File: config.mk
export PLATFORM = sky130hd
export DESIGN_NAME = modbus_master_transaction_fsm
export DESIGN_NICKNAME = d
export VERILOG_FILES = /design/src/hw/rtl/mbm_pkg.sv /design/src/hw/rtl/mbm_crc16.sv /design/src/hw/rtl/mbm_csr.sv /design/src/hw/rtl/mbm_seq.sv /design/src/hw/rtl/modbus_master_transaction_fsm.sv
export SDC_FILE = /design/constraint.sdc
export NUM_CORES = 1
export LEC_CHECK = 0
export BUFFER_PORTS_ARGS = -buffer_cell sky130_fd_sc_hd__buf_2
export CAP_MARGIN = 10
export CORE_ASPECT_RATIO = 1.1
export CORE_MARGIN = 3
export CORE_UTILIZATION = 55
export DETAILED_ROUTE_END_ITERATION = 10
export PLACE_DENSITY = 0.76
export RECOVER_POWER = 25
export SLEW_MARGIN = 20
export SYNTH_ARGS = -nofsm -noshare
export SYNTH_HDL_FRONTEND = slang
export SYNTH_SLANG_ARGS = --single-unit
export TNS_END_PERCENT = 5
File: constraint.sdc
create_clock -name clock -period 4.7 [get_ports clock]
set_clock_uncertainty 0.15 [all_clocks]
set_input_delay 0.235 -clock clock [delete_from_list [all_inputs] [get_ports clock]]
set_output_delay 0.235 -clock clock [all_outputs]
set_load 0.03 [all_outputs]
File: src/hw/rtl/mbm_pkg.sv
// Shared types, codes and constants for the Modbus RTU master transaction sequencer.
// Used by every module under hw/rtl; depends on nothing.

package mbm_pkg;

   // transaction kinds on the request side (carried in tuser)
   localparam logic [1:0] OP_REQUEST = 2'd0;
   localparam logic [1:0] OP_TICK    = 2'd1;
   localparam logic [1:0] OP_RXBYTE  = 2'd2;
   localparam logic [1:0] OP_VERDICT = 2'd3;

   // result event kinds
   localparam logic [2:0] EV_ARMED     = 3'd0;
   localparam logic [2:0] EV_TURN_DONE = 3'd1;
   localparam logic [2:0] EV_RESPONSE  = 3'd2;
   localparam logic [2:0] EV_DONE      = 3'd3;
   localparam logic [2:0] EV_ERROR     = 3'd4;

   // error codes
   localparam logic [1:0] ERR_NONE    = 2'd0;
   localparam logic [1:0] ERR_TIMEOUT = 2'd1;
   localparam logic [1:0] ERR_CRC     = 2'd2;

   // configuration register indexes
   localparam logic [1:0] REG_TURNAROUND    = 2'd0;
   localparam logic [1:0] REG_READ_TIMEOUT  = 2'd1;
   localparam logic [1:0] REG_WRITE_TIMEOUT = 2'd2;

   localparam logic [15:0] TURNAROUND_RESET    = 16'd100;
   localparam logic [15:0] READ_TIMEOUT_RESET  = 16'd1000;
   localparam logic [15:0] WRITE_TIMEOUT_RESET = 16'd1000;

   // Modbus function codes that select the write timeout
   localparam logic [7:0] FC_WRITE_SINGLE = 8'h06;
   localparam logic [7:0] FC_WRITE_MULTI  = 8'h10;
   localparam logic [7:0] FUNC_MASK       = 8'h7F;

   localparam logic [15:0] CRC_INIT = 16'hFFFF;
   localparam logic [15:0] CRC_POLY = 16'hA001;

   localparam int MAX_FRAME_BYTES = 256;

   typedef struct packed {
      logic [15:0] turnaround_ticks;
      logic [15:0] read_timeout_ticks;
      logic [15:0] write_timeout_ticks;
   } cfg_type;

   typedef struct packed {
      logic [1:0] opcode;
      logic [7:0] slave_id;
      logic [7:0] function_code;
      logic [7:0] rx_byte;
      logic       frame_end;
      logic       accept;
   } item_type;

   typedef struct packed {
      logic [2:0] event_kind;
      logic [1:0] error_code;
      logic [7:0] resp_slave_id;
      logic [6:0] resp_function;
      logic [7:0] resp_exception;
      logic [8:0] frame_length;
   } result_type;

endpackage

File: src/hw/rtl/mbm_crc16.sv
// One-byte update of the Modbus CRC16 (reflected polynomial 0xA001).
// Depends on mbm_pkg.

module mbm_crc16 (
   input  logic [15:0] crc,
   input  logic [7:0]  data,
   output logic [15:0] crc_next
);

   logic [15:0] work;

   always_comb begin
      work = crc ^ {8'h00, data};
      for (int i = 0; i < 8; i++) begin
         work = work[0] ? ((work >> 1) ^ mbm_pkg::CRC_POLY) : (work >> 1);
      end
      crc_next = work;
   end

endmodule

File: src/hw/rtl/mbm_csr.sv
// Configuration registers: turnaround and timeout tick counts.
// Depends on mbm_pkg.

module mbm_csr (
   input  logic            clock,
   input  logic            reset,
   input  logic            csr_we,
   input  logic [1:0]      csr_index,
   input  logic [15:0]     csr_wdata,
   output mbm_pkg::cfg_type cfg
);

   mbm_pkg::cfg_type cfg_ff;
   mbm_pkg::cfg_type cfg_in;

   always_comb begin
      cfg_in = cfg_ff;
      if (csr_we) begin
         case (csr_index)
            mbm_pkg::REG_TURNAROUND:    cfg_in.turnaround_ticks    = csr_wdata;
            mbm_pkg::REG_READ_TIMEOUT:  cfg_in.read_timeout_ticks  = csr_wdata;
            mbm_pkg::REG_WRITE_TIMEOUT: cfg_in.write_timeout_ticks = csr_wdata;
            default: ;
         endcase
      end
   end

   always_ff @(posedge clock) begin
      if (reset) begin
         cfg_ff.turnaround_ticks    <= mbm_pkg::TURNAROUND_RESET;
         cfg_ff.read_timeout_ticks  <= mbm_pkg::READ_TIMEOUT_RESET;
         cfg_ff.write_timeout_ticks <= mbm_pkg::WRITE_TIMEOUT_RESET;
      end else begin
         cfg_ff <= cfg_in;
      end
   end

   assign cfg = cfg_ff;

endmodule

File: src/hw/rtl/mbm_seq.sv
// Transaction sequencer: phase, tick timer, running CRC, byte count and head bytes.
// Processes one registered transaction per enabled cycle. Depends on mbm_pkg, mbm_crc16.

module mbm_seq #(
   parameter int MAX_FRAME_BYTES = mbm_pkg::MAX_FRAME_BYTES
) (
   input  logic                clock,
   input  logic                reset,
   input  logic                enable,
   input  mbm_pkg::item_type   item,
   input  mbm_pkg::cfg_type    cfg,
   output logic                res_valid,
   output mbm_pkg::result_type res
);

   localparam logic [1:0] PH_IDLE    = 2'd0;
   localparam logic [1:0] PH_TURN    = 2'd1;
   localparam logic [1:0] PH_WAIT    = 2'd2;
   localparam logic [1:0] PH_VERDICT = 2'd3;

   localparam logic [8:0] MaxCount = 9'(MAX_FRAME_BYTES);

   logic [1:0]  phase_ff,  phase_in;
   logic [15:0] timer_ff,  timer_in;
   logic [15:0] crc_ff,    crc_in;
   logic [8:0]  count_ff,  count_in;
   logic [7:0]  head0_ff,  head0_in;
   logic [7:0]  head1_ff,  head1_in;
   logic [7:0]  head2_ff,  head2_in;
   logic [7:0]  target_ff, target_in;

   logic [15:0] crc_next;
   logic [7:0]  h0_new, h1_new, h2_new;
   logic [8:0]  count_new;
   logic        is_write;

   mbm_crc16 u_crc (
      .crc      (crc_ff),
      .data     (item.rx_byte),
      .crc_next (crc_next)
   );

   always_comb begin
      h0_new    = (count_ff == 9'd0) ? item.rx_byte : head0_ff;
      h1_new    = (count_ff == 9'd1) ? item.rx_byte : head1_ff;
      h2_new    = (count_ff == 9'd2) ? item.rx_byte : head2_ff;
      count_new = (count_ff < MaxCount) ? count_ff + 9'd1 : count_ff;
      is_write  = (item.function_code == mbm_pkg::FC_WRITE_SINGLE)
               || (item.function_code == mbm_pkg::FC_WRITE_MULTI);
   end

   always_comb begin
      phase_in  = phase_ff;
      timer_in  = timer_ff;
      crc_in    = crc_ff;
      count_in  = count_ff;
      head0_in  = head0_ff;
      head1_in  = head1_ff;
      head2_in  = head2_ff;
      target_in = target_ff;
      res_valid = 1'b0;
      res       = '0;

      if (enable) begin
         case (item.opcode)
            mbm_pkg::OP_REQUEST: begin
               if (phase_ff == PH_IDLE) begin
                  target_in = item.slave_id;
                  crc_in    = mbm_pkg::CRC_INIT;
                  count_in  = '0;
                  head0_in  = '0;
                  head1_in  = '0;
                  head2_in  = '0;
                  if (item.slave_id == 8'd0) begin
                     timer_in = cfg.turnaround_ticks;
                     phase_in = PH_TURN;
                  end else begin
                     timer_in = is_write ? cfg.write_timeout_ticks : cfg.read_timeout_ticks;
                     phase_in = PH_WAIT;
                  end
                  res_valid      = 1'b1;
                  res.event_kind = mbm_pkg::EV_ARMED;
               end
            end

            mbm_pkg::OP_TICK: begin
               if (phase_ff == PH_TURN || phase_ff == PH_WAIT) begin
                  if (timer_ff > 16'd1) begin
                     timer_in = timer_ff - 16'd1;
                  end else begin
                     timer_in  = '0;
                     phase_in  = PH_IDLE;
                     res_valid = 1'b1;
                     if (phase_ff == PH_TURN) begin
                        res.event_kind = mbm_pkg::EV_TURN_DONE;
                     end else begin
                        res.event_kind     = mbm_pkg::EV_ERROR;
                        res.error_code     = mbm_pkg::ERR_TIMEOUT;
                        res.resp_slave_id  = head0_ff;
                        res.resp_function  = 7'(head1_ff & mbm_pkg::FUNC_MASK);
                        res.resp_exception = head2_ff;
                        res.frame_length   = count_ff;
                     end
                  end
               end
            end

            mbm_pkg::OP_RXBYTE: begin
               if (phase_ff == PH_WAIT) begin
                  crc_in   = crc_next;
                  head0_in = h0_new;
                  head1_in = h1_new;
                  head2_in = h2_new;
                  count_in = count_new;
                  if (item.frame_end) begin
                     if (h0_new != target_ff) begin
                        // foreign frame: restart capture, keep the timer running
                        crc_in   = mbm_pkg::CRC_INIT;
                        count_in = '0;
                        head0_in = '0;
                        head1_in = '0;
                        head2_in = '0;
                     end else begin
                        timer_in           = '0;
                        res_valid          = 1'b1;
                        res.resp_slave_id  = h0_new;
                        res.resp_function  = 7'(h1_new & mbm_pkg::FUNC_MASK);
                        res.resp_exception = h2_new;
                        res.frame_length   = count_new;
                        if (crc_next != 16'd0) begin
                           phase_in       = PH_IDLE;
                           res.event_kind = mbm_pkg::EV_ERROR;
                           res.error_code = mbm_pkg::ERR_CRC;
                        end else if (h1_new[7]) begin
                           phase_in       = PH_IDLE;
                           res.event_kind = mbm_pkg::EV_ERROR;
                           res.error_code = mbm_pkg::ERR_NONE;
                        end else begin
                           phase_in       = PH_VERDICT;
                           res.event_kind = mbm_pkg::EV_RESPONSE;
                        end
                     end
                  end
               end
            end

            mbm_pkg::OP_VERDICT: begin
               if (phase_ff == PH_VERDICT) begin
                  phase_in           = PH_IDLE;
                  res_valid          = 1'b1;
                  res.event_kind     = item.accept ? mbm_pkg::EV_DONE : mbm_pkg::EV_ERROR;
                  res.error_code     = mbm_pkg::ERR_NONE;
                  res.resp_slave_id  = head0_ff;
                  res.resp_function  = 7'(head1_ff & mbm_pkg::FUNC_MASK);
                  res.resp_exception = head2_ff;
                  res.frame_length   = count_ff;
               end
            end

            default: ;
         endcase
      end
   end

   always_ff @(posedge clock) begin
      if (reset) begin
         phase_ff  <= PH_IDLE;
         timer_ff  <= '0;
         crc_ff    <= mbm_pkg::CRC_INIT;
         count_ff  <= '0;
         head0_ff  <= '0;
         head1_ff  <= '0;
         head2_ff  <= '0;
         target_ff <= '0;
      end else begin
         phase_ff  <= phase_in;
         timer_ff  <= timer_in;
         crc_ff    <= crc_in;
         count_ff  <= count_in;
         head0_ff  <= head0_in;
         head1_ff  <= head1_in;
         head2_ff  <= head2_in;
         target_ff <= target_in;
      end
   end

endmodule

File: src/hw/rtl/modbus_master_transaction_fsm.sv
// Modbus RTU master transaction sequencer, stream top level.
// Each transaction is held in the input register, then its result in the result register.
// Throughput: one transaction per cycle;
// the input register drains whenever the result register is empty or being taken.
// Reset is synchronous and active high: idle phase, CRC 0xFFFF, default tick counts.
// Depends on mbm_pkg, mbm_csr, mbm_seq.

module modbus_master_transaction_fsm #(
   parameter int MAX_FRAME_BYTES = mbm_pkg::MAX_FRAME_BYTES
) (
   input  logic        clock,
   input  logic        reset,

   input  logic        req_tvalid,
   output logic        req_tready,
   input  logic [31:0] req_tdata,   // slave_id[7:0], function_code[15:8], rx_byte[23:16], accept[24]
   input  logic [1:0]  req_tuser,   // opcode[1:0]
   input  logic        req_tlast,   // frame_end

   output logic        rsp_tvalid,
   input  logic        rsp_tready,
   output logic [39:0] rsp_tdata,   // error_code[1:0], resp_slave_id[9:2], resp_function[16:10],
                                    // resp_exception[24:17], frame_length[33:25]
   output logic [2:0]  rsp_tuser,   // event_kind[2:0]

   input  logic        csr_we,
   input  logic [1:0]  csr_index,
   input  logic [15:0] csr_wdata
);

   mbm_pkg::cfg_type    cfg;
   mbm_pkg::item_type   item_ff, item_in;
   logic                in_valid_ff, in_valid_in;
   mbm_pkg::result_type rsp_ff, rsp_in;
   mbm_pkg::result_type res;
   logic                rsp_valid_ff, rsp_valid_in;
   logic                res_valid;
   logic                advance;

   mbm_csr u_csr (
      .clock     (clock),
      .reset     (reset),
      .csr_we    (csr_we),
      .csr_index (csr_index),
      .csr_wdata (csr_wdata),
      .cfg       (cfg)
   );

   mbm_seq #(
      .MAX_FRAME_BYTES (MAX_FRAME_BYTES)
   ) u_seq (
      .clock     (clock),
      .reset     (reset),
      .enable    (advance),
      .item      (item_ff),
      .cfg       (cfg),
      .res_valid (res_valid),
      .res       (res)
   );

   // process the held transaction when the result slot is free or draining
   assign advance    = in_valid_ff && (!rsp_valid_ff || rsp_tready);
   assign req_tready = !in_valid_ff || advance;

   always_comb begin
      item_in     = item_ff;
      in_valid_in = in_valid_ff;
      if (req_tready) begin
         in_valid_in           = req_tvalid;
         item_in.opcode        = req_tuser;
         item_in.slave_id      = req_tdata[7:0];
         item_in.function_code = req_tdata[15:8];
         item_in.rx_byte       = req_tdata[23:16];
         item_in.accept        = req_tdata[24];
         item_in.frame_end     = req_tlast;
      end

      rsp_in       = rsp_ff;
      rsp_valid_in = rsp_valid_ff && !rsp_tready;
      if (advance) begin
         rsp_valid_in = res_valid;
         rsp_in       = res;
      end
   end

   always_ff @(posedge clock) begin
      if (reset) begin
         in_valid_ff  <= 1'b0;
         rsp_valid_ff <= 1'b0;
      end else begin
         in_valid_ff  <= in_valid_in;
         rsp_valid_ff <= rsp_valid_in;
      end
   end

   always_ff @(posedge clock) begin
      item_ff <= item_in;
      rsp_ff  <= rsp_in;
   end

   assign rsp_tvalid = rsp_valid_ff;
   assign rsp_tuser  = rsp_ff.event_kind;
   assign rsp_tdata  = {6'd0, rsp_ff.frame_length, rsp_ff.resp_exception,
                        rsp_ff.resp_function, rsp_ff.resp_slave_id, rsp_ff.error_code};

endmodule
==> metrics <==
post-placement cell count 1142; buffers plus inverters on the worst setup path 1; worst max-slew margin expressed relative to the limit -12.3%; Congestion Overflow GR 0; register-to-register path setup slack 0.56 ns; run status finished with violations; WHS Endpoint rsp_tvalid; Port Buffer Count 89; per-instance average area after synthesis 9.73 um2; largest net degree at the start of global routing 74; Total Routed Length 21200 um; final estimated routing congestion in global placement about 0.91; clock share of power between 30% and 40%; Final setup violation count 0; share of final-layout standard cells stronger than drive strength 1 10.3%; Yosys Warn Count 0; Worst path most repeated cell xnor2_1; total number of clock tree sinks 190; pre-CTS setup slack 0.638 ns; chain of cells forming the critical path xnor2_1 -> xnor2_1 -> xor2_1 -> xnor2_1 -> ha_1 -> or4b_1 -> or4_1 -> a211o_1 -> nor4_1 -> buf_4 -> nand2_1 -> a211oi_1 -> nor2_1; Fin Hold WS 0.105 ns; post-route antenna net violation count 0; share of the synthesized area in the top cell type between 20 and 30%; Crit path arrival time a little over 4 ns; detailed-route vias per instance between 5 and 6; register share of total power between 50% and 60%; Crit path largest cell delay 0.53 ns; sequential cell area fraction in the yosys report 51.0%; commonest cells after routing, fill and taps aside dfxtp_1, nand2_1, a21oi_1; total internal power around 2.7 mW; async set or reset register ratio after synthesis 0%; detailed-route DRC error count 0; top post-synthesis cells by area dfxtp_1, edfxtp_1, nand2_1; number of cells on the worst hold path 4; number of levels the H-tree was split into 4; area of the core region 15300 um2; critical path's top delay family simple AND/OR/NAND/NOR gates; final worst path period need 4.14 ns; gate count of the mapped netlist between 800 and 900; kind of end point of the critical path flip-flop; data required time of the worst path 4.71 ns; Tightest Hold Check Type input port to flip-flop; Setup Total Neg Slack 0 ns; buffer type at the clock tree root clkbuf_16; predominant post-synthesis flop cell dfxtp_1; Worst-Skew Late Latency 0.43 ns; switching part of the total power 24.3%; fin crit share 88.1%; maximum number of buffers from clock root to sink 2; TritonCTS clock tree built; HPWL Detailed 14000 um; GR Util All Layers 24.1%; Leakage Power 3.79 nW; wire length per cell 17.4 um; Horiz. Die Dim 126 um; number of setup buffers added after CTS 0; standard-cell rows 47; Die ar. 17400 um2; Fmax achieved 242 MHz; vias in the first global route 6758; areal power density over the cells 345 nW/um2; EDFF count, synth 65; library cell occupying the most area in the post-synthesis netlist dfxtp_1; final count of pins violating max slew 30; Setup CP Type flip-flop to flip-flop; post-synthesis cell area 8730 um2; register bit total from synthesis 190; crit start category flip-flop; startpoint of the worst hold path rsp_tready; Design Area, Final 10300 um2; RSZ-0062 raised after global routing no; worst-path fanout max 8; post-route worst setup slack roughly 0.56 ns; antenna violations before repair 0; transition at the pin with the smallest max-transition slack 1.68 ns; length in cells of the worst reg-to-reg path 13; via count 7184; Peak supply drop 0.000266 V; RR Endpoint rsp_tuser[2]; number of non-filler instances in the completed layout about 1200; violated checks max-capacitance violations, max-slew violations; DIE HEIGHT about 140 um; depth of the critical timing path with buffers and inverters included 13; number of buffers added by the clock tree synthesis step 17; diode count 0; commonest non-fill, non-tap cell in the layout dfxtp_1; startpoint of the worst-slack reg-to-reg timing path item_ff[6]; Hold Vio Cnt, Final 0; Maximum Capacitance Violations 1; first-pass GRT wire length 34200 um; Cell variety after synth 74; drt initial violations between 600 and 700; slowest stage cell on the critical path edfxtp_1; initial cell density of the core 57.1%; count of pins on the block boundary 103; DRT Pass-1 Iters 6; clock slew at the register clock pins of the worst setup and hold paths 0.06 ns; NetSw 860 uW; Combinational Power Share 10.1%; cell area after placement 9270 um2; NumNets Final 1086; Area growth, synth to finish 17.6%
-- logic make-up (layout without fill, tap and decap cells) --
| family | after synthesis | count (layout) | share of synthesized area (%) |
|---|---|---|---|
| other | 1 | 6 | 0.0430 |
| AOI/OAI and AO/OA | 242 | 242 | 19.0 |
| xor gates and xnor gates | 29 | 29 | 2.91 |
| adders and majority gates | 16 | 16 | 2.29 |
| and+or+nand+nor | 316 | 316 | 18.1 |
| DFF | 190 | 190 | 51.0 |
| muxes | 24 | 24 | 2.75 |
| buffers and inverters | 79 | 202 | 3.93 |
-- repair_timing --
action / 4_1_cts / 5_1_grt
gates resized for setup: 0 / 0
hold buffers: 47 / 0
hold endpoints to repair: 80 / 0
-- power by group through the flow --
stage / sequential (mW) / clock, mW / combinational, mW
floorplan: 1.82 / 0 / 0.214
global placement: 1.81 / 0 / 0.323
detailed placement: 1.81 / 0 / 0.326
CTS: 1.77 / 1.43 / 0.357
global route: 1.78 / 1.50 / 0.390
finish: 1.78 / 1.41 / 0.359
-- final cells by class --
| cell class | count | area [um2] |
|---|---|---|
| fillers | 1222 | 5020 |
| flip-flops and latches | 190 | 4450 |
| multi-input cells | 633 | 3960 |
| repair buffers | 148 | 941 |
| clock buffers | 27 | 547 |
| well taps | 196 | 245 |
| inverters | 22 | 82.6 |
| clock inverters | 5 | 38.8 |
-- synthesized netlist by cell type, drive strengths merged (5+ instances only) --
| cell | instances |
|---|---|
| dfxtp | 125 |
| nand2 | 122 |
| a21oi | 73 |
| nor2 | 71 |
| edfxtp | 65 |
| o21ai | 52 |
| a22o | 47 |
| clkbuf | 40 |
| mux2i | 24 |
| xnor2 | 23 |
| inv | 22 |
| a211oi | 19 |
| nor3 | 19 |
| nand3b | 18 |
| buf | 17 |
| nand3 | 17 |
| ha | 16 |
| nor4 | 16 |
| o22a | 11 |
| nand4 | 9 |
| nor2b | 8 |
| o22ai | 7 |
| or3 | 6 |
| xor2 | 6 |
| a31oi | 5 |
| or4 | 5 |
-- registers in the layout, indices dropped and copies added (netlist names), 9 cells and up --
register and flops:
u_csr.cfg 48, u_seq.crc_ff 16, rsp_tdata 34, u_seq.timer_ff 16
u_seq.count_ff 9, item_ff 28
-- routing by layer --
layer	track usage (%)	wire [um]
met1	32.6	9290
met2	38.8	10300
met3	4.75	1260
met4	8.75	427
met5	0	0
-- tightest hold or removal path: cells and delay by family --
family	cells	cell delay, ns
AOI/OAI and AO/OA	2	0.19
buffers and inverters	1	0.12
and+or+nand+nor	1	0.08
-- worst max path at each step --
stage	to	start	slack, ns
2_1_floorplan	rsp_tuser[2]	item_ff[7]	0.84
3_3_place_gp	rsp_tuser[2]	item_ff[6]	0.65
3_5_place_dp	rsp_tuser[2]	item_ff[6]	0.64
4_1_cts	rsp_tuser[2]	item_ff[6]	0.55
5_1_grt	rsp_tuser[2]	item_ff[6]	0.30
6_report	rsp_tuser[2]	item_ff[6]	0.56
-- stage by stage --
stage / util [%] / total power, mW
3_3_place_gp: 60.6 / 2.13
6_report: 67.1 / 3.54
5_1_grt: 67.1 / 3.67
3_5_place_dp: 60.6 / 2.14
2_1_floorplan: - / 2.04
4_1_cts: 67.5 / 3.56
Power figures use the tool's default switching activity.
